[src/sv/epdm_pkg.sv]
`timescale 1ns / 1ps
// Package for the ESC pulse deadband mapper: widths, reset values, register
// indices, direction codes and the side-band record carried by the divider.
// No dependencies.
package epdm_pkg;

    localparam int PULSE_BITS     = 12;
    localparam int GAIN_FRAC_BITS = 14;
    localparam int GAIN_BITS      = 16;
    localparam int DZ_BITS        = 10;
    localparam int CFG_DATA_BITS  = 16;
    localparam int CFG_IDX_BITS   = 3;

    // offset magnitude times gain
    localparam int PROD_BITS  = PULSE_BITS + GAIN_BITS;
    // scaled magnitude after dropping the fraction
    localparam int SCALE_BITS = PROD_BITS - GAIN_FRAC_BITS;
    // neutral +/- scaled, signed
    localparam int SUM_BITS   = SCALE_BITS + 2;
    // map operands: x - a and span, signed
    localparam int OFF_BITS   = PULSE_BITS + 1;
    // map output span d - c, signed (a deadzone can push it below -max)
    localparam int SLOPE_BITS = PULSE_BITS + 2;
    // signed map product
    localparam int MAPP_BITS  = OFF_BITS + SLOPE_BITS;
    // magnitude of the map product, also the quotient width
    localparam int NUM_BITS   = 2 * PULSE_BITS + 1;
    // lower output bound c of the map, unsigned
    localparam int BASE_BITS  = PULSE_BITS + 1;
    // signed quotient plus base
    localparam int FIN_BITS   = NUM_BITS + 2;

    localparam logic [GAIN_BITS-1:0] UNITY_GAIN =
        (GAIN_FRAC_BITS >= GAIN_BITS) ? {GAIN_BITS{1'b1}} : GAIN_BITS'(1 << GAIN_FRAC_BITS);

    localparam logic [PULSE_BITS-1:0] RST_NEUTRAL = PULSE_BITS'(1500);
    localparam logic [PULSE_BITS-1:0] RST_MIN     = PULSE_BITS'(1000);
    localparam logic [PULSE_BITS-1:0] RST_MAX     = PULSE_BITS'(2000);

    localparam logic [CFG_IDX_BITS-1:0] REG_FWD_GAIN = CFG_IDX_BITS'(0);
    localparam logic [CFG_IDX_BITS-1:0] REG_REV_GAIN = CFG_IDX_BITS'(1);
    localparam logic [CFG_IDX_BITS-1:0] REG_FWD_DZ   = CFG_IDX_BITS'(2);
    localparam logic [CFG_IDX_BITS-1:0] REG_REV_DZ   = CFG_IDX_BITS'(3);
    localparam logic [CFG_IDX_BITS-1:0] REG_NEUTRAL  = CFG_IDX_BITS'(4);
    localparam logic [CFG_IDX_BITS-1:0] REG_MIN      = CFG_IDX_BITS'(5);
    localparam logic [CFG_IDX_BITS-1:0] REG_MAX      = CFG_IDX_BITS'(6);

    localparam logic [1:0] DIR_NEUTRAL = 2'd0;
    localparam logic [1:0] DIR_FORWARD = 2'd1;
    localparam logic [1:0] DIR_REVERSE = 2'd2;

    typedef struct packed {
        logic [BASE_BITS-1:0] base;
        logic                 zero_span;
        logic                 neg_quot;
        logic [1:0]           dir;
    } epdm_side_t;

endpackage

[src/sv/epdm_div.sv]
`timescale 1ns / 1ps
// Pipelined unsigned restoring divider, one quotient bit per stage, with a
// side-band record carried alongside. Depends on epdm_pkg.
module epdm_div (
    input  logic                            aclk,
    input  logic                            aresetn,
    input  logic                            en,
    input  logic                            in_valid,
    input  logic [epdm_pkg::NUM_BITS-1:0]   in_num,
    input  logic [epdm_pkg::PULSE_BITS-1:0] in_den,
    input  epdm_pkg::epdm_side_t            in_side,
    output logic                            out_valid,
    output logic [epdm_pkg::NUM_BITS-1:0]   out_quot,
    output epdm_pkg::epdm_side_t            out_side
);
    import epdm_pkg::*;

    logic                  valid_reg [NUM_BITS];
    logic [NUM_BITS-1:0]   num_reg   [NUM_BITS];
    epdm_side_t            side_reg  [NUM_BITS];
    logic [PULSE_BITS-1:0] rem_reg   [NUM_BITS-1];
    logic [PULSE_BITS-1:0] den_reg   [NUM_BITS-1];

    for (genvar k = 0; k < NUM_BITS; k++) begin : g_stage
        logic                  valid_src;
        logic [NUM_BITS-1:0]   num_src;
        logic [PULSE_BITS-1:0] rem_src;
        logic [PULSE_BITS-1:0] den_src;
        epdm_side_t            side_src;
        logic [PULSE_BITS:0]   trial;
        logic                  fits;
        logic [NUM_BITS-1:0]   num_next;

        if (k == 0) begin : g_first
            assign valid_src = in_valid;
            assign num_src   = in_num;
            assign rem_src   = '0;
            assign den_src   = in_den;
            assign side_src  = in_side;
        end else begin : g_rest
            assign valid_src = valid_reg[k-1];
            assign num_src   = num_reg[k-1];
            assign rem_src   = rem_reg[k-1];
            assign den_src   = den_reg[k-1];
            assign side_src  = side_reg[k-1];
        end

        // shift in the next numerator bit, subtract when the divisor fits
        assign trial    = {rem_src, num_src[NUM_BITS-1]};
        assign fits     = (trial >= {1'b0, den_src});
        assign num_next = {num_src[NUM_BITS-2:0], fits};

        always_ff @(posedge aclk) begin
            if (!aresetn) begin
                valid_reg[k] <= 1'b0;
            end else if (en) begin
                valid_reg[k] <= valid_src;
            end
        end

        always_ff @(posedge aclk) begin
            if (en) begin
                num_reg[k]  <= num_next;
                side_reg[k] <= side_src;
            end
        end

        // the last stage keeps no remainder
        if (k < NUM_BITS - 1) begin : g_carry
            logic [PULSE_BITS:0]   diff;
            logic [PULSE_BITS-1:0] rem_next;

            assign diff     = trial - {1'b0, den_src};
            assign rem_next = fits ? diff[PULSE_BITS-1:0] : trial[PULSE_BITS-1:0];

            always_ff @(posedge aclk) begin
                if (en) begin
                    rem_reg[k] <= rem_next;
                    den_reg[k] <= den_src;
                end
            end
        end
    end

    assign out_valid = valid_reg[NUM_BITS-1];
    assign out_quot  = num_reg[NUM_BITS-1];
    assign out_side  = side_reg[NUM_BITS-1];

endmodule

[src/sv/esc_pulse_deadband_mapper_core.sv]
`timescale 1ns / 1ps
// Top level of the ESC pulse deadband mapper: gain scaling, clamp, deadzone
// remap and final clamp. Depends on epdm_pkg and epdm_div.
//
//  Channel  | Handshake             | Payload
//  ---------+-----------------------+------------------------------------
//  config   | cfg_wr_en             | cfg_index, cfg_wdata
//  input    | s_valid / s_ready     | s_target_us
//  result   | m_valid / m_ready     | m_pulse_us, m_direction
//
// One item per cycle sustained while results are taken; the pipeline has
// six arithmetic stages, one stage per quotient bit in the map divider,
// and the output register. The divider sets the depth.
// Reset clears the valid bits and loads the register defaults.
// The pipeline moves as one: while a result waits untaken, every stage holds.
module esc_pulse_deadband_mapper_core (
    input  logic                               aclk,
    input  logic                               aresetn,
    input  logic                               cfg_wr_en,
    input  logic [epdm_pkg::CFG_IDX_BITS-1:0]  cfg_index,
    input  logic [epdm_pkg::CFG_DATA_BITS-1:0] cfg_wdata,
    input  logic                               s_valid,
    output logic                               s_ready,
    input  logic [epdm_pkg::PULSE_BITS-1:0]    s_target_us,
    output logic                               m_valid,
    input  logic                               m_ready,
    output logic [epdm_pkg::PULSE_BITS-1:0]    m_pulse_us,
    output logic [1:0]                         m_direction
);
    import epdm_pkg::*;

    // ---------------------------------------------------------------
    // Configuration registers
    // ---------------------------------------------------------------
    logic [GAIN_BITS-1:0]  fwd_gain_reg;
    logic [GAIN_BITS-1:0]  rev_gain_reg;
    logic [DZ_BITS-1:0]    fwd_dz_reg;
    logic [DZ_BITS-1:0]    rev_dz_reg;
    logic [PULSE_BITS-1:0] neutral_reg;
    logic [PULSE_BITS-1:0] min_reg;
    logic [PULSE_BITS-1:0] max_reg;

    always_ff @(posedge aclk) begin
        if (!aresetn) begin
            fwd_gain_reg <= UNITY_GAIN;
            rev_gain_reg <= UNITY_GAIN;
            fwd_dz_reg   <= '0;
            rev_dz_reg   <= '0;
            neutral_reg  <= RST_NEUTRAL;
            min_reg      <= RST_MIN;
            max_reg      <= RST_MAX;
        end else if (cfg_wr_en) begin
            case (cfg_index)
                REG_FWD_GAIN: fwd_gain_reg <= cfg_wdata[GAIN_BITS-1:0];
                REG_REV_GAIN: rev_gain_reg <= cfg_wdata[GAIN_BITS-1:0];
                REG_FWD_DZ:   fwd_dz_reg   <= cfg_wdata[DZ_BITS-1:0];
                REG_REV_DZ:   rev_dz_reg   <= cfg_wdata[DZ_BITS-1:0];
                REG_NEUTRAL:  neutral_reg  <= cfg_wdata[PULSE_BITS-1:0];
                REG_MIN:      min_reg      <= cfg_wdata[PULSE_BITS-1:0];
                REG_MAX:      max_reg      <= cfg_wdata[PULSE_BITS-1:0];
                default: ;
            endcase
        end
    end

    // Global advance: the whole pipe steps unless the output is held.
    logic adv;
    logic out_valid_reg;

    assign adv     = !out_valid_reg || m_ready;
    assign s_ready = adv;

    // ---------------------------------------------------------------
    // Stage 1: offset magnitude from neutral and gain selection
    // ---------------------------------------------------------------
    logic                  s1_valid_reg;
    logic [PULSE_BITS-1:0] s1_mag_reg, s1_mag_next;
    logic [GAIN_BITS-1:0]  s1_gain_reg, s1_gain_next;
    logic                  s1_below_reg, s1_below_next;

    always_comb begin
        s1_below_next = (s_target_us < neutral_reg);
        s1_mag_next   = s1_below_next ? (neutral_reg - s_target_us)
                                      : (s_target_us - neutral_reg);
        s1_gain_next  = s1_below_next ? rev_gain_reg : fwd_gain_reg;
    end

    // ---------------------------------------------------------------
    // Stage 2: magnitude times gain (unsigned Q.14)
    // ---------------------------------------------------------------
    logic                 s2_valid_reg;
    logic [PROD_BITS-1:0] s2_prod_reg, s2_prod_next;
    logic                 s2_below_reg;

    assign s2_prod_next = PROD_BITS'(s1_mag_reg) * PROD_BITS'(s1_gain_reg);

    // ---------------------------------------------------------------
    // Stage 3: drop fraction (truncates toward zero), add to neutral, clamp
    // ---------------------------------------------------------------
    logic                  s3_valid_reg;
    logic [PULSE_BITS-1:0] s3_v_reg, s3_v_next;

    logic signed [SUM_BITS-1:0] neu_sum, scl_sum, sum3, lo_sum, hi_sum;

    always_comb begin
        neu_sum = signed'({{(SUM_BITS-PULSE_BITS){1'b0}}, neutral_reg});
        scl_sum = signed'({2'b00, s2_prod_reg[PROD_BITS-1:GAIN_FRAC_BITS]});
        lo_sum  = signed'({{(SUM_BITS-PULSE_BITS){1'b0}}, min_reg});
        hi_sum  = signed'({{(SUM_BITS-PULSE_BITS){1'b0}}, max_reg});
        sum3    = s2_below_reg ? (neu_sum - scl_sum) : (neu_sum + scl_sum);
        // min is tested first, so with min above max a sum below min yields min, any other max
        if (sum3 < lo_sum) begin
            s3_v_next = min_reg;
        end else if (sum3 > hi_sum) begin
            s3_v_next = max_reg;
        end else begin
            s3_v_next = sum3[PULSE_BITS-1:0];
        end
    end

    // ---------------------------------------------------------------
    // Stage 4: pick the map side and form its operands
    //   reverse: map(v, min, neutral, min, neutral - rev_dz)
    //   forward: map(v, neutral, max, neutral + fwd_dz, max)
    // Neutral gives a zero span, so the map collapses to its base.
    // ---------------------------------------------------------------
    logic                        s4_valid_reg;
    logic signed [OFF_BITS-1:0]  s4_x_reg, s4_x_next;
    logic signed [OFF_BITS-1:0]  s4_span_reg, s4_span_next;
    logic signed [SLOPE_BITS-1:0] s4_slope_reg, s4_slope_next;
    logic [BASE_BITS-1:0]        s4_base_reg, s4_base_next;
    logic [1:0]                  s4_dir_reg, s4_dir_next;

    logic signed [OFF_BITS-1:0]   v_o, neu_o, lo_o, hi_o;
    logic signed [SLOPE_BITS-1:0] neu_w, lo_w, hi_w, fdz_w, rdz_w;

    always_comb begin
        v_o   = signed'({1'b0, s3_v_reg});
        neu_o = signed'({1'b0, neutral_reg});
        lo_o  = signed'({1'b0, min_reg});
        hi_o  = signed'({1'b0, max_reg});
        neu_w = signed'({2'b00, neutral_reg});
        lo_w  = signed'({2'b00, min_reg});
        hi_w  = signed'({2'b00, max_reg});
        fdz_w = signed'({{(SLOPE_BITS-DZ_BITS){1'b0}}, fwd_dz_reg});
        rdz_w = signed'({{(SLOPE_BITS-DZ_BITS){1'b0}}, rev_dz_reg});
        if (s3_v_reg < neutral_reg) begin
            s4_dir_next   = DIR_REVERSE;
            s4_x_next     = v_o - lo_o;
            s4_span_next  = neu_o - lo_o;
            s4_slope_next = neu_w - rdz_w - lo_w;
            s4_base_next  = {1'b0, min_reg};
        end else if (s3_v_reg > neutral_reg) begin
            s4_dir_next   = DIR_FORWARD;
            s4_x_next     = v_o - neu_o;
            s4_span_next  = hi_o - neu_o;
            s4_slope_next = hi_w - neu_w - fdz_w;
            s4_base_next  = BASE_BITS'(neutral_reg) + BASE_BITS'(fwd_dz_reg);
        end else begin
            s4_dir_next   = DIR_NEUTRAL;
            s4_x_next     = '0;
            s4_span_next  = '0;
            s4_slope_next = '0;
            s4_base_next  = {1'b0, neutral_reg};
        end
    end

    // ---------------------------------------------------------------
    // Stage 5: signed map product (x - a) * (d - c)
    // ---------------------------------------------------------------
    logic                        s5_valid_reg;
    logic signed [MAPP_BITS-1:0] s5_prod_reg, s5_prod_next;
    logic signed [OFF_BITS-1:0]  s5_span_reg;
    logic [BASE_BITS-1:0]        s5_base_reg;
    logic [1:0]                  s5_dir_reg;

    assign s5_prod_next = MAPP_BITS'(s4_x_reg) * MAPP_BITS'(s4_slope_reg);

    // ---------------------------------------------------------------
    // Stage 6: sign and magnitude for the divider; truncation toward
    // zero follows from dividing magnitudes and applying the sign after.
    // ---------------------------------------------------------------
    logic                  s6_valid_reg;
    logic [NUM_BITS-1:0]   s6_num_reg, s6_num_next;
    logic [PULSE_BITS-1:0] s6_den_reg, s6_den_next;
    epdm_side_t            s6_side_reg, s6_side_next;

    logic signed [MAPP_BITS-1:0] prod_abs;
    logic signed [OFF_BITS-1:0]  span_abs;

    always_comb begin
        prod_abs    = s5_prod_reg[MAPP_BITS-1] ? -s5_prod_reg : s5_prod_reg;
        span_abs    = s5_span_reg[OFF_BITS-1] ? -s5_span_reg : s5_span_reg;
        s6_num_next = prod_abs[NUM_BITS-1:0];
        s6_den_next = span_abs[PULSE_BITS-1:0];
        s6_side_next.base      = s5_base_reg;
        s6_side_next.zero_span = (s5_span_reg == '0);
        s6_side_next.neg_quot  = s5_prod_reg[MAPP_BITS-1] ^ s5_span_reg[OFF_BITS-1];
        s6_side_next.dir       = s5_dir_reg;
    end

    // ---------------------------------------------------------------
    // Pipeline registers for stages 1 to 6
    // ---------------------------------------------------------------
    always_ff @(posedge aclk) begin
        if (!aresetn) begin
            s1_valid_reg <= 1'b0;
            s2_valid_reg <= 1'b0;
            s3_valid_reg <= 1'b0;
            s4_valid_reg <= 1'b0;
            s5_valid_reg <= 1'b0;
            s6_valid_reg <= 1'b0;
        end else if (adv) begin
            s1_valid_reg <= s_valid;
            s2_valid_reg <= s1_valid_reg;
            s3_valid_reg <= s2_valid_reg;
            s4_valid_reg <= s3_valid_reg;
            s5_valid_reg <= s4_valid_reg;
            s6_valid_reg <= s5_valid_reg;
        end
    end

    always_ff @(posedge aclk) begin
        if (adv) begin
            s1_mag_reg   <= s1_mag_next;
            s1_gain_reg  <= s1_gain_next;
            s1_below_reg <= s1_below_next;
            s2_prod_reg  <= s2_prod_next;
            s2_below_reg <= s1_below_reg;
            s3_v_reg     <= s3_v_next;
            s4_x_reg     <= s4_x_next;
            s4_span_reg  <= s4_span_next;
            s4_slope_reg <= s4_slope_next;
            s4_base_reg  <= s4_base_next;
            s4_dir_reg   <= s4_dir_next;
            s5_prod_reg  <= s5_prod_next;
            s5_span_reg  <= s4_span_reg;
            s5_base_reg  <= s4_base_reg;
            s5_dir_reg   <= s4_dir_reg;
            s6_num_reg   <= s6_num_next;
            s6_den_reg   <= s6_den_next;
            s6_side_reg  <= s6_side_next;
        end
    end

    // ---------------------------------------------------------------
    // Map divider: |product| / |span|, one bit per stage
    // ---------------------------------------------------------------
    logic                div_valid;
    logic [NUM_BITS-1:0] div_quot;
    epdm_side_t          div_side;

    epdm_div u_div (
        .aclk      (aclk),
        .aresetn   (aresetn),
        .en        (adv),
        .in_valid  (s6_valid_reg),
        .in_num    (s6_num_reg),
        .in_den    (s6_den_reg),
        .in_side   (s6_side_reg),
        .out_valid (div_valid),
        .out_quot  (div_quot),
        .out_side  (div_side)
    );

    // ---------------------------------------------------------------
    // Output stage: apply sign, add base, final clamp
    // ---------------------------------------------------------------
    logic [PULSE_BITS-1:0] pulse_reg, pulse_next;
    logic [1:0]            dir_reg;

    logic signed [FIN_BITS-1:0] quot_s, fin, lo_f, hi_f;

    always_comb begin
        quot_s = signed'({2'b00, div_quot});
        if (div_side.zero_span) begin
            quot_s = '0;
        end else if (div_side.neg_quot) begin
            quot_s = -quot_s;
        end
        fin  = quot_s + signed'({{(FIN_BITS-BASE_BITS){1'b0}}, div_side.base});
        lo_f = signed'({{(FIN_BITS-PULSE_BITS){1'b0}}, min_reg});
        hi_f = signed'({{(FIN_BITS-PULSE_BITS){1'b0}}, max_reg});
        if (fin < lo_f) begin
            pulse_next = min_reg;
        end else if (fin > hi_f) begin
            pulse_next = max_reg;
        end else begin
            pulse_next = fin[PULSE_BITS-1:0];
        end
    end

    always_ff @(posedge aclk) begin
        if (!aresetn) begin
            out_valid_reg <= 1'b0;
        end else if (adv) begin
            out_valid_reg <= div_valid;
        end
    end

    always_ff @(posedge aclk) begin
        if (adv) begin
            pulse_reg <= pulse_next;
            dir_reg   <= div_side.dir;
        end
    end

    assign m_valid     = out_valid_reg;
    assign m_pulse_us  = pulse_reg;
    assign m_direction = dir_reg;

    // ---------------------------------------------------------------
    // Assertions
    // ---------------------------------------------------------------
    a_accept_enters: assert property (@(posedge aclk) disable iff (!aresetn)
        (s_valid && s_ready) |=> s1_valid_reg)
        else $error("accepted item did not enter stage 1");

    a_stage_moves: assert property (@(posedge aclk) disable iff (!aresetn)
        (adv && s1_valid_reg) |=> s2_valid_reg)
        else $error("item lost between stage 1 and stage 2");

    a_stall_freezes: assert property (@(posedge aclk) disable iff (!aresetn)
        (m_valid && !m_ready) |=> ($stable(s6_num_reg) && $stable(s6_valid_reg)))
        else $error("pipeline moved while the result was held");

endmodule
[config.mk]
export PLATFORM = sky130hd
export DESIGN_NAME = esc_pulse_deadband_mapper_core
export DESIGN_NICKNAME = d
export VERILOG_FILES = /design/src/sv/epdm_pkg.sv /design/src/sv/epdm_div.sv /design/src/sv/esc_pulse_deadband_mapper_core.sv
export SDC_FILE = /design/constraint.sdc
export NUM_CORES = 2
export LEC_CHECK = 0
export ABC_AREA = 1
export BUFFER_PORTS_ARGS = -buffer_cell sky130_fd_sc_hd__buf_2
export CAP_MARGIN = 10
export CORE_MARGIN = 4
export CORE_UTILIZATION = 60
export CTS_BUF_LIST = sky130_fd_sc_hd__clkbuf_4
export DETAILED_ROUTE_END_ITERATION = 16
export PLACE_DENSITY = 0.84
export SKIP_CTS_REPAIR_TIMING = 1
export SLEW_MARGIN = 20
export SYNTH_ARGS = -nofsm -noshare
export SYNTH_HDL_FRONTEND = slang
export SYNTH_HIERARCHICAL = 1
export SYNTH_SLANG_ARGS = --single-unit
[constraint.sdc]
create_clock -name aclk -period 135.4 [get_ports aclk]
set_input_delay 13.54 -clock aclk [delete_from_list [all_inputs] [get_ports aclk]]
set_output_delay 13.54 -clock aclk [all_outputs]
set_load 0.02 [all_outputs]
==> key figures <==
Timing
  • Final Max Tran Viols: 0
  • Finish-stage setup viols: 0
  • Final period util: 0.211
  • Slew HR: 0.236
  • FMAX: 35.0 MHz
  • Worst-margin pin slew: 1150 ps
  • Crit path time final: 28610 ps
  • Clk_skew: 160 ps
  • Setup TNS: 0 ps
  • Final Hold Slack: 265 ps
  • Unrepaired setup endpoints after global routing: no
  • Hold Violations, Final: 0

Worst setup path
  • R2R cell count: 20
  • Arr. time, crit path: 15070 ps
  • Setup crit start kind: input port
  • Critical Path Fanout Max: 77
  • Crit end category: primary output
  • Setup Crit Path Kind: input port to primary output
  • Critical Path RT: 121860 ps

Drt
  • Antenna viol nets, final: 0
  • Vias: 71.9k
  • Routed WL: 231 mm
  • WL/cell: 17.5 um
  • TritonRoute pass-1 iters: 8
  • Vias per cell: 5.43
  • Initial DRC Count: 5997
  • Drc violations: 0

Floorplan
  • Initial Utilization: 0.604
  • Die H: 429 um
  • Rows: 154
  • IO Count: 52
  • Core Area: 0.176 mm^2
  • Die W: 429 um
  • Die area: 0.184 mm^2

Hold path
  • Worst Hold Class: flop to flop
  • Hold depth: 0

Synthesis
  • Top post-synthesis cells by area: edfxtp_1 53%, nand2_1 8.4%, ha_1 7.3%
  • Top cell type's share of synthesized area: 0.531
  • Synth cell types: 61
  • Dominant cell type by area after synthesis: edfxtp_1
  • Register area share after synthesis: 0.549
  • Synth Cell Area: 0.106 mm^2
  • Synth Net Count: 11.2k
  • Post-synthesis area per instance: 10.5 um^2
  • Post-Synth Adder-Cell Area: 0.138
  • Post-synthesis compound-gate area fraction: 0.0475
  • Main synth FF type: edfxtp_1
  • Number of synthesized flops with an enable pin: 1883
  • Synth Area in XOR/XNOR: 0.0232
  • Fraction of registers with async set/reset: 0
  • Post-Synth Simple-Gate Area: 0.163
  • Yosys reg bits: 1979
  • Synth Instances: 10.2k
  • Synth warn: 6
  • Largest family of logic cells by synthesized area: simple AND/OR/NAND/NOR gates
  • Post-synthesis mux area share: 0.000376

CTS
  • CTS tree: yes
  • CTS sink cnt: 1979
  • H-tree depth: 5
  • Worst-Skew Late Latency: 1370 ps
  • CTS buffer count: 480
  • CTS root buffer: clkbuf_4
  • Clock tree buffer depth: 4
  • Clk slew on worst S/H paths: 70 ps

Place
  • Hpwl dp: 166 mm
  • Port Buffers: 51
  • Final Wtd Congestion: 0.949

Run status
  • Outcome: completed

Layout
  • Most frequent cells in the layout: 2376 x nand2_1, 1898 x inv_1, 1883 x edfxtp_1
  • Final #Nets: 11.6k
  • # fillers: 13.3k
  • Final core area utilization: 0.650
  • Commonest non-fill, non-tap cell in the layout: nand2_1
  • Area delta synth->final: 7.70%
  • Max FFs per register: 625
  • Layout cells sized above 1: 0.0990

Flow run
  • Max Cap Viol: 0

GRT
  • Initial antenna violation count: 6
  • First-pass GRT wire length: 370 mm
  • GR Overflow Total: 0
  • Pin count of the biggest net entering global routing: 212
  • Vias in the first global route: 72.3k
  • Total GRT Usage: 0.250
==> critical path, stage by stage <==
cell	delay, ps
buf_2	90
nor2_1	590
inv_8	310
buf_2	340
==> per-layer routing <==
metal / GRT usage / up-vias / part of all wire
li1: - / 34500 / -
met1: 0.327 / 33900 / 0.41
met2: 0.407 / 2735 / 0.48
met3: 0.0451 / 666 / 0.070
met4: 0.122 / 4 / 0.046
met5: 0 / - / 0.00011
==> cell usage after synthesis, types with 4 or more instances <==
cell	instances
a211oi_1	11
nand3b_1	47
edfxtp_1	1883
nor3b_1	5
nor4_1	8
clkbuf_1	116
a221oi_1	5
dfxtp_1	96
nand2_2	72
nand3_2	104
o21a_1	6
mux2i_1	4
xnor2_1	88
o22ai_1	22
nand2_1	2376
a21oi_1	335
ha_1	620
buf_2	27
o31ai_1	13
a31oi_1	10
buf_6	47
and2_1	4
inv_2	4
inv_1	1899
a21o_1	14
or2_2	8
nor2_4	8
nor3_1	80
xor2_1	194
fa_1	348
o21bai_1	15
buf_1	4
nor2_2	37
a21oi_4	23
o21ai_0	348
nand4_1	227
o21ai_1	38
o211ai_1	26
nor2_1	524
nand3_1	442
==> per-stage QoR <==
step / worst slack, ps / std cells / instance area [um^2]
2_1_floorplan: 72180 / 10200 / 106000
3_3_place_gp: 106920 / 12400 / 109000
3_5_place_dp: 106840 / 12400 / 109000
4_1_cts: 106830 / 13200 / 115000
5_1_grt: 106710 / 13200 / 115000
6_report: 106790 / 13200 / 115000
==> logic make-up after synthesis <==
group           after synthesis
mux                           4
xor+xnor                    282
compound gates              887
flops                      1979
simple gates               3953
fa+ha+maj                   968
buf+inv                    2104
==> layout make-up <==
| class | count | area (um^2) | area share |
|---|---|---|---|
| diodes | 10 | 25.0 | 0.000218 |
| well taps | 2340 | 2930 | 0.0255 |
| flip-flops and latches | 1979 | 58500 | 0.510 |
| inverters | 1906 | 7160 | 0.0625 |
| clock buffers | 688 | 5160 | 0.0451 |
| multi-input cells | 6094 | 39700 | 0.346 |
| repair buffers | 89 | 614 | 0.00536 |
| clock inverters | 120 | 623 | 0.00543 |
==> final timing paths <==
path         slack [ps]                     startpoint                       endpoint
max reg2reg      128810         s4_x_reg[12]$_DFFE_PP_      s5_prod_reg[26]$_DFFE_PP_
min reg2reg         260  u_div/num_reg[6][2]$_DFFE_PP_  u_div/num_reg[7][3]$_DFFE_PP_
max              106790                        m_ready                        s_ready
min                 260  u_div/num_reg[6][2]$_DFFE_PP_  u_div/num_reg[7][3]$_DFFE_PP_
Power is left out: the tool's default activity adds up to more than one toggle a clock period on the data nets, which glitch-free logic cannot reach.
